`src/rtl/core/signed_word_to_decimal_ascii_macros.svh`:
```
// ----------------------------------------------------------------------------
// signed_word_to_decimal_ascii_macros.svh
// Assertion shorthands shared by the decimal formatter modules
// ----------------------------------------------------------------------------
`ifndef SIGNED_WORD_TO_DECIMAL_ASCII_MACROS_SVH
`define SIGNED_WORD_TO_DECIMAL_ASCII_MACROS_SVH

// same-cycle implication, checked on aclk outside reset
`define SW2D_ASSERT_SAME(label, ante, cons, msg) \
    label: assert property (@(posedge aclk) disable iff (!aresetn) \
        (ante) |-> (cons)) else $error(msg);

// next-cycle implication, checked on aclk outside reset
`define SW2D_ASSERT_NEXT(label, ante, cons, msg) \
    label: assert property (@(posedge aclk) disable iff (!aresetn) \
        (ante) |=> (cons)) else $error(msg);

`endif

```
`src/rtl/core/sw2d_pkg.sv`:
```
// ----------------------------------------------------------------------------
// sw2d_pkg
// Shared constants and the word record carried down the digit pipeline
// ----------------------------------------------------------------------------
package sw2d_pkg;

    localparam int unsigned WORD_W   = 16;
    localparam int unsigned CHAR_W   = 6;
    localparam int unsigned DIGIT_W  = 4;
    localparam int unsigned NUM_DIG  = 5;
    localparam int unsigned CNT_W    = 3;

    localparam logic [CHAR_W-1:0]  CHAR_MINUS = 6'd45;
    localparam logic [CHAR_W-1:0]  CHAR_ZERO  = 6'd48;
    localparam logic [CHAR_W-1:0]  CHAR_NINE  = 6'd57;
    localparam logic [DIGIT_W-1:0] RADIX      = 4'd10;

    // floor(x / 10) == (x * 0xCCCD) >> 19 for every 16-bit x
    localparam logic [WORD_W-1:0]  RECIP_DIV10 = 16'hCCCD;
    localparam int unsigned        RECIP_SHIFT = 19;

    typedef struct packed {
        logic                             neg;
        logic [WORD_W-1:0]                mag;
        logic [CNT_W-1:0]                 ndig;
        logic [NUM_DIG-1:0][DIGIT_W-1:0]  digit;
    } sw2d_word_t;

endpackage

```
`src/rtl/core/sw2d_digit_stage.sv`:
```
// ----------------------------------------------------------------------------
// sw2d_digit_stage
// One divide-by-ten step: peels the low decimal digit off the magnitude
// ----------------------------------------------------------------------------
`include "signed_word_to_decimal_ascii_macros.svh"

module sw2d_digit_stage (
    input  logic                aclk,
    input  logic                aresetn,
    input  logic                in_valid,
    output logic                in_ready,
    input  sw2d_pkg::sw2d_word_t in_data,
    output logic                out_valid,
    input  logic                out_ready,
    output sw2d_pkg::sw2d_word_t out_data
);
    import sw2d_pkg::*;

    logic              valid_reg;
    logic              valid_next;
    sw2d_word_t        data_reg;
    sw2d_word_t        data_next;
    logic [2*WORD_W-1:0] prod;
    logic [WORD_W-1:0] quot;
    logic [WORD_W-1:0] quot_x10;
    logic [WORD_W-1:0] rem_full;
    logic              advance;

    assign in_ready = !valid_reg || out_ready;
    assign advance  = in_valid && in_ready;

    assign prod     = (2*WORD_W)'(in_data.mag) * (2*WORD_W)'(RECIP_DIV10);
    assign quot     = WORD_W'(prod >> RECIP_SHIFT);
    assign quot_x10 = (quot << 3) + (quot << 1);
    assign rem_full = in_data.mag - quot_x10;

    always_comb begin
        valid_next = valid_reg;
        data_next  = data_reg;
        if (in_ready) begin
            valid_next = in_valid;
        end
        if (advance) begin
            data_next.neg   = in_data.neg;
            data_next.mag   = quot;
            // count stages that still see a nonzero value
            data_next.ndig  = (in_data.mag != '0) ? in_data.ndig + 1'b1 : in_data.ndig;
            data_next.digit = {rem_full[DIGIT_W-1:0], in_data.digit[NUM_DIG-1:1]};
        end
    end

    always_ff @(posedge aclk) begin
        if (!aresetn) begin
            valid_reg <= 1'b0;
        end else begin
            valid_reg <= valid_next;
        end
        data_reg <= data_next;
    end

    assign out_valid = valid_reg;
    assign out_data  = data_reg;

    `SW2D_ASSERT_SAME(a_digit_range, valid_reg, data_reg.digit[NUM_DIG-1] < RADIX, "digit out of range")
    `SW2D_ASSERT_SAME(a_quot_range, valid_reg, data_reg.mag <= 16'd6553, "quotient too large")
    `SW2D_ASSERT_NEXT(a_hold_stall, valid_reg && !out_ready, valid_reg && $stable(data_reg), "stalled stage changed")

endmodule

```
`src/rtl/core/signed_word_to_decimal_ascii.sv`:
```
// ----------------------------------------------------------------------------
// signed_word_to_decimal_ascii
// Formats a signed 16-bit word as decimal ASCII, one character per request.
// The word is registered in the sign stage, each digit stage and the serializer
//   before its first character is valid; each word gives 1 to 6 characters,
//   sent one at a time by the single-character output serializer.
// Pipeline: sign stage, five divide-by-ten stages, then the serializer.
// Reset: synchronous active-low aresetn clears all valid bits; no data reset.
// ----------------------------------------------------------------------------
`include "signed_word_to_decimal_ascii_macros.svh"

module signed_word_to_decimal_ascii (
    input  logic                          aclk,
    input  logic                          aresetn,
    input  logic                          s_valid,
    output logic                          s_ready,
    input  logic signed [sw2d_pkg::WORD_W-1:0] s_value,
    output logic                          m_valid,
    input  logic                          m_ready,
    output logic [sw2d_pkg::CHAR_W-1:0]   m_ascii_char,
    output logic                          m_last
);
    import sw2d_pkg::*;

    // sign stage
    logic       sgn_valid_reg;
    logic       sgn_valid_next;
    sw2d_word_t sgn_data_reg;
    sw2d_word_t sgn_data_next;
    logic       sgn_out_ready;
    logic [WORD_W-1:0] raw;

    // digit pipeline links
    logic       lnk_valid [NUM_DIG+1];
    logic       lnk_ready [NUM_DIG+1];
    sw2d_word_t lnk_data  [NUM_DIG+1];

    // serializer
    logic                            ser_valid_reg;
    logic                            ser_valid_next;
    logic                            neg_pending_reg;
    logic                            neg_pending_next;
    logic [CNT_W-1:0]                pos_reg;
    logic [CNT_W-1:0]                pos_next;
    logic [NUM_DIG-1:0][DIGIT_W-1:0] digit_reg;
    logic [NUM_DIG-1:0][DIGIT_W-1:0] digit_next;
    logic                            out_fire;
    logic                            word_done;
    logic                            load;

    // sign / magnitude
    assign raw     = WORD_W'(s_value);
    assign s_ready = !sgn_valid_reg || sgn_out_ready;

    always_comb begin
        sgn_valid_next = sgn_valid_reg;
        sgn_data_next  = sgn_data_reg;
        if (s_ready) begin
            sgn_valid_next = s_valid;
        end
        if (s_valid && s_ready) begin
            sgn_data_next.neg   = raw[WORD_W-1];
            // most negative word maps to 0x8000, which is right as unsigned
            sgn_data_next.mag   = raw[WORD_W-1] ? (~raw + 1'b1) : raw;
            sgn_data_next.ndig  = '0;
            sgn_data_next.digit = '0;
        end
    end

    always_ff @(posedge aclk) begin
        if (!aresetn) begin
            sgn_valid_reg <= 1'b0;
        end else begin
            sgn_valid_reg <= sgn_valid_next;
        end
        sgn_data_reg <= sgn_data_next;
    end

    assign lnk_valid[0] = sgn_valid_reg;
    assign lnk_data[0]  = sgn_data_reg;
    assign sgn_out_ready = lnk_ready[0];

    for (genvar g = 0; g < NUM_DIG; g++) begin : g_dig
        sw2d_digit_stage u_stage (
            .aclk      (aclk),
            .aresetn   (aresetn),
            .in_valid  (lnk_valid[g]),
            .in_ready  (lnk_ready[g]),
            .in_data   (lnk_data[g]),
            .out_valid (lnk_valid[g+1]),
            .out_ready (lnk_ready[g+1]),
            .out_data  (lnk_data[g+1])
        );
    end

    // serializer: one character per request, reloads on the last one
    assign m_valid      = ser_valid_reg;
    assign m_last       = !neg_pending_reg && (pos_reg == '0);
    assign m_ascii_char = neg_pending_reg ? CHAR_MINUS
                                          : CHAR_ZERO + CHAR_W'(digit_reg[pos_reg]);
    assign out_fire  = m_valid && m_ready;
    assign word_done = out_fire && m_last;
    assign lnk_ready[NUM_DIG] = !ser_valid_reg || word_done;
    assign load      = lnk_valid[NUM_DIG] && lnk_ready[NUM_DIG];

    always_comb begin
        ser_valid_next   = ser_valid_reg;
        neg_pending_next = neg_pending_reg;
        pos_next         = pos_reg;
        digit_next       = digit_reg;
        if (load) begin
            ser_valid_next   = 1'b1;
            neg_pending_next = lnk_data[NUM_DIG].neg;
            // zero has no nonzero stage but still prints one digit
            pos_next         = (lnk_data[NUM_DIG].ndig == '0) ? '0
                                                              : lnk_data[NUM_DIG].ndig - 1'b1;
            digit_next       = lnk_data[NUM_DIG].digit;
        end else if (word_done) begin
            ser_valid_next = 1'b0;
        end else if (out_fire) begin
            if (neg_pending_reg) begin
                neg_pending_next = 1'b0;
            end else begin
                pos_next = pos_reg - 1'b1;
            end
        end
    end

    always_ff @(posedge aclk) begin
        if (!aresetn) begin
            ser_valid_reg <= 1'b0;
        end else begin
            ser_valid_reg <= ser_valid_next;
        end
        neg_pending_reg <= neg_pending_next;
        pos_reg         <= pos_next;
        digit_reg       <= digit_next;
    end

    `SW2D_ASSERT_SAME(a_sign_not_last, m_valid && (m_ascii_char == CHAR_MINUS), !m_last, "sign flagged last")
    `SW2D_ASSERT_SAME(a_char_range, m_valid, (m_ascii_char == CHAR_MINUS) || ((m_ascii_char >= CHAR_ZERO) && (m_ascii_char <= CHAR_NINE)), "bad character")
    `SW2D_ASSERT_NEXT(a_word_continues, m_valid && m_ready && !m_last, m_valid, "word cut short")
    `SW2D_ASSERT_SAME(a_pos_range, ser_valid_reg, pos_reg < CNT_W'(NUM_DIG), "digit index out of range")

endmodule
```
`config.mk`:
```
export PLATFORM = sky130hd
export DESIGN_NAME = signed_word_to_decimal_ascii
export DESIGN_NICKNAME = d
export VERILOG_FILES = /design/src/rtl/core/sw2d_pkg.sv /design/src/rtl/core/sw2d_digit_stage.sv /design/src/rtl/core/signed_word_to_decimal_ascii.sv
export VERILOG_INCLUDE_DIRS = /design/src /design/src/rtl/core
export SDC_FILE = /design/constraint.sdc
export NUM_CORES = 1
export LEC_CHECK = 0
export BUFFER_PORTS_ARGS = -buffer_cell sky130_fd_sc_hd__buf_2
export CAP_MARGIN = 30
export CELL_PAD_IN_SITES_DETAIL_PLACEMENT = 0
export CELL_PAD_IN_SITES_GLOBAL_PLACEMENT = 1
export CORE_ASPECT_RATIO = 1.2
export CORE_MARGIN = 5
export CORE_UTILIZATION = 25
export CTS_CLUSTER_DIAMETER = 30
export DETAILED_ROUTE_END_ITERATION = 7
export GPL_TIMING_DRIVEN = 0
export PLACE_DENSITY_LB_ADDON = 0.1
export SETUP_SLACK_MARGIN = 0.3
export SYNTH_ARGS = -nofsm -noshare
export SYNTH_HDL_FRONTEND = slang
export SYNTH_SLANG_ARGS = --single-unit
```
`constraint.sdc`:
```
create_clock -name aclk -period 10.4 [get_ports aclk]
set_clock_uncertainty 0.05 [all_clocks]
set_input_delay 0 -clock aclk [delete_from_list [all_inputs] [get_ports aclk]]
set_output_delay 0 -clock aclk [all_outputs]
set_load 0.05 [all_outputs]
```
* Yosys cells after proc, flatten, opt, wreduce, memory -nomap -nowiden *
Index checks and enable logic that the tools add are counted.

word-level totals
  register bits = 162
  bits in latches = 0
  memory bits (writable) = 0
  bits in read-only memories = 0
  output and inout port bits = 9
  logic and storage cells = 128
  memories = 0

operators by class
  add/sub/neg operators = 18
  multiply operators = 5
  divide/modulo/power cells = 0
  order comparisons = 1
  equal/unequal tests = 2
  shifts and indexed selects = 0
  multiplexer cells = 19
  bitwise logic cells = 1
  reduce and logical (&&, ||, !) cells = 36

operator list
  kind                                                                           count
  16-bit nonzero test                                                            5
  16-bit by 16-bit multiplier with 32-bit output (second input constant)         1
  13-bit by 16-bit multiplier with 29-bit output (second input constant)         1
  3-bit two-way mux                                                              9
  10-bit by 16-bit multiplier with 26-bit output (second input constant)         1
  7-bit by 16-bit multiplier with 23-bit output (second input constant)          1
  4-bit adder                                                                    5
  4-bit by 16-bit multiplier with 20-bit output (second input constant)          1
  4-bit subtractor                                                               5
  16-bit by 1-bit adder with 16-bit output (second input constant)               1
  16-bit inverter                                                                1
  15-bit two-way mux                                                             1
  3-bit by 1-bit adder with 3-bit output (second input constant)                 4
  4-bit binary-select mux with 3-bit select                                      1
  1-bit logical AND                                                              10
  1-bit zero test                                                                8
  1-bit logical OR                                                               7
  5-bit by 5-bit adder with 6-bit output (first input constant)                  1
  3-bit zero test                                                                2
  1-bit two-way mux                                                              6
  6-bit two-way mux                                                              1
  3-bit by 1-bit subtractor with 3-bit output (second input constant)            2
  3-bit by 4-bit less-than comparator with 1-bit output (second input constant)  1
  4-bit two-way mux                                                              1
  4 further kinds                                                                6

* Longest topological paths before layout *
  depth in word-level cells = 11
  depth in mapped cells = 23
  mapped depth without buffers = 23

* Cells and area by module *
Synthesis repeated with hierarchy kept, for this count alone.

unflattened totals
  cell total of the unflattened synthesis = 3071
  area, all modules = 32984.1 um^2

by module, submodules not included
  module                                    instances  cells each  area each (um^2)  seq. area each (um^2)
  sw2d_digit_stage at g_dig[0].u_stage ...  2          630         6416.2            1131.1
  sw2d_digit_stage at g_dig[3].u_stage      1          571         6134.6            1131.1
  sw2d_digit_stage at g_dig[2].u_stage      1          569         6109.6            1131.1
  sw2d_digit_stage at g_dig[4].u_stage      1          523         5850.6            1131.1
  signed_word_to_decimal_ascii              1          148         2057.0            1271.2

* Least setup slack after synthesis *
Ideal clock, no wire load.

  path kind = reg-to-reg
  start = reg sgn_data_reg (netlist bit lnk_data[226])
  end = reg g_dig[0].u_stage.data_reg (netlist bit g_dig[0].u_stage.out_data[19]), data pin
  library setup time = 0.262 ns
  data arrival time = 5.538 ns
  required time = 10.088 ns
  path slack = 4.551 ns
  stages on the path, launching flop included = 24
  cell sequence = edfxtp_1 inv_1 ha_1 inv_1 fa_1 inv_1 fa_1 fa_1 fa_1 inv_1 fa_1 inv_1 ha_1 a21oi_1 nand2_1 a221oi_1 nand3b_1 a21o_1 xor2_1 ha_1 nand2_1 nand2_1 xnor2_1 xnor2_1

between the ends
  word-level cells in the longest chain between the ends = 3

RTL lines
  item                                            RTL line                            RTL
  start: declaration                              signed_word_to_decimal_ascii.sv:28  sw2d_word_t sgn_data_reg;
  start signal: assignment                        signed_word_to_decimal_ascii.sv:76  sgn_data_reg <= sgn_data_next;
  16-bit by 16-bit multiplier with 32-bit output  sw2d_digit_stage.sv:32              assign prod = (2*WORD_W)'(in_data.mag) * (2*WORD_W)'(RECIP_DIV10);
  via g_dig[0].u_stage.prod[20]                   sw2d_digit_stage.sv:23              logic [2*WORD_W-1:0] prod;
  4-bit adder                                     sw2d_digit_stage.sv:34              assign quot_x10 = (quot << 3) + (quot << 1);
  4-bit subtractor                                sw2d_digit_stage.sv:35              assign rem_full = in_data.mag - quot_x10;
  via g_dig[0].u_stage.rem_full[3]                sw2d_digit_stage.sv:26              logic [WORD_W-1:0] rem_full;
  end signal: assignment                          sw2d_digit_stage.sv:58              data_reg <= data_next;
  end: declaration                                sw2d_digit_stage.sv:21              sw2d_word_t data_reg;

The timed path passes the listed nets, and every way through them passes these cells.
A chain may end at the register's enable or synchronous reset.

* Worst setup path after layout *
Ends and elaborated chain as after synthesis.

==> impl_metrics.toml <==
[status]
outcome = "completed"

[synth]
yosysSeqAreaShare_pct = 27.42
syn_area_per_cell_um2 = 11.30
synth_seq_cells = 159
synth_area_leader_cell = "ha_1"
synthCells = 1519
ys.flop_type = "edfxtp_1"
synth_nets = 2093
yosysTopAreaCellShare_pct = 28.15
synth-edff-count = 152
async_flop_share_pct = 0
synth_cell_type_count = 66
ys_top_cells_by_area = "ha_1, edfxtp_1, fa_1"
syn_area_um2 = 17160
yosys_warnings = 0

[floorplanning]
rows = 105
fp.dieH_um = 297.0
core_area_um2 = 68180
dieArea_um2 = 73990
chipWidth_um = 249.2
ios = 29
start_util_pct = 25.16

[worst_setup_path]
crit_type = "flip-flop to flip-flop"
critPathMaxFanout = 7
path_cells = "inv_1, ha_1, inv_1, fa_1, inv_1, fa_1, fa_1, fa_1, inv_1, fa_1, inv_1, ha_1, a21oi_1, nand2_1, a221oi_1, nand3b_1, a21o_1, xor2_1, ha_1, nand2_1, nand2_1, xnor2_1, xnor2_1"
critical_path_arrival_ns = 6.98
cp-end-kind = "flip-flop"
worst-path-buf-inv = 5
cp_slowest_stage_delay_ns = 0.66
cpLargestDelayFamily = "adder cells"
slowest_stage = "edfxtp_1"
startpoint_type = "flip-flop"
critical_path_required_ns = 10.55

[route]
firstDrtPassIters = 4
ant_nets = 0
wl_per_cell_um = 15.36
drt-total-wl_mm = 38.67
drc = 0
vias = 10282
drt_iter0_markers = 256
via_per_inst = 4.085

[global_route]
grt_max_degree = 23
grt_pass1_vias = 11635
antenna_found_initial = 0
overflow = 0
grtUsageTotal_pct = 10.98
grt_pass1_wl_mm = 63.58

[sta]
grt_setup_unrepaired = "false"
tns_ns = 0
max_clock_freq_mhz = 146.3
finalMaxSlewViolations = 0
finalCritPeriodShare_pct = 65.73
tightest_slew_ns = 0.9018
setup_violations = 0
worst_hold_slack_ns = 0.2956
finalHoldViolations = 0
min_period_ns = 6.836
max_slew_margin_pct = 39.32

[final_layout]
seqCellArea_um2 = 4705
final_util_pct = 28.51
antenna_cells = 0
fin_nets = 2169
largest_reg_flops = 111
area_growth_pct = 13.31
multi_input_area_um2 = 10950
fillerInstances = 7121
drive_above_1_share_pct = 6.157

[clock_tree]
cts_resized = 0
cts_buffer_depth = 2
clock_latency_ns = 0.45
cts_max_level = 4
postCtsSetupRepairBufs = 0
cts_made_buffers = 17
clock-root-buffer = "clkbuf_16"
cts_hold_buf = 24
clock_sinks = 159
path_clk_slew_ns = 0.07
cts_tree = "built"

[worst_hold_path]
hp-class = "primary input to flip-flop"

[place]
gp_congestion = 0.7534
dp_hpwl_mm = 33.22
port_buffers = 27

[run]
cap_violations = 0
## per-stage QoR
| step | instance area, um2 | worst slack, ns | instances |
|---|---|---|---|
| final | 19440 | 3.564 | 2517 |
| after floorplan | 17160 | 4.551 | 1519 |
| after CTS | 19440 | 3.370 | 2517 |
| after global routing | 19440 | 2.997 | 2517 |
| after global placement | 18430 | 3.371 | 2455 |
| after detailed placement | 18550 | 3.424 | 2461 |
## cells in the mapped netlist, types with 5 or more instances
master and count:
ha_1 386, nor3_1 11, and3_1 6, o21ai_0 24, or2_2 7, o211ai_1 7, o31ai_1 7, xor2_1 27
a31oi_1 7, dfxtp_1 7, edfxtp_1 152, a21o_1 16, nand3_1 16, nand4_1 8, xnor2_1 58, or3_1 7
nor2b_1 9, fa_1 168, nor2_1 29, and2_1 6, nand2_1 43, o21a_1 11, nand2b_1 5, inv_1 401
a21oi_1 36
## layout by cell type (no fill, tap or decap), types with 24 or more instances in the layout
cell type      instances
inv_1                401
xnor2_1               58
edfxtp_1             152
a21oi_1               36
o21ai_0               24
xor2_1                27
fa_1                 168
nor2_1                29
ha_1                 386
buf_2                 28
nand2_1               43
dlygate4sd3_1         24
## worst paths after layout
kind | startpoint | to | slack (ns) | depth (start not counted)
hold reg to reg | g_dig[4].u_stage.out_data[0] | digit_reg[0] | 0.36 | 0
hold / removal | s_value[0] | lnk_data[223] | 0.30 | 2
setup / recovery | lnk_data[226] | g_dig[0].u_stage.out_data[19] | 3.56 | 23
setup reg to reg | lnk_data[226] | g_dig[0].u_stage.out_data[19] | 3.56 | 23
## area by class of cell
class                      count  area share [%]
buffer                         5          0.1223
timing repair buffer          57           2.439
tap                          909           5.850
clock inverter                15           1.158
sequential                   159           24.20
multi-input combinational    954           56.30
inverter                     401           7.742
clock buffer                  17           2.188
## metal layers
metal  part of all wire (%)  track usage, %  wire length, um
met5                      0               0                0
met4                    1.4           2.535              533
met3                    1.2           1.583              461
met2                     54           20.75            21060
met1                     43           13.15            16620
## logic make-up after synthesis
| kind of cell | Yosys count | share of synthesized area [%] |
|---|---|---|
| XOR/XNOR | 85 | 4.339 |
| AND/OR/NAND/NOR | 159 | 4.704 |
| multiplexers | 9 | 0.8459 |
| AO/OA/AOI/OAI | 146 | 6.009 |
| adder cells (fa/ha/maj) | 554 | 47.75 |
| flip-flops | 159 | 27.42 |
| other | 1 | 0.02186 |
| buffers and inverters | 406 | 8.911 |
Power is not shown: default switching activity piles up to over one toggle a cycle in this logic, so the estimate is an artifact.
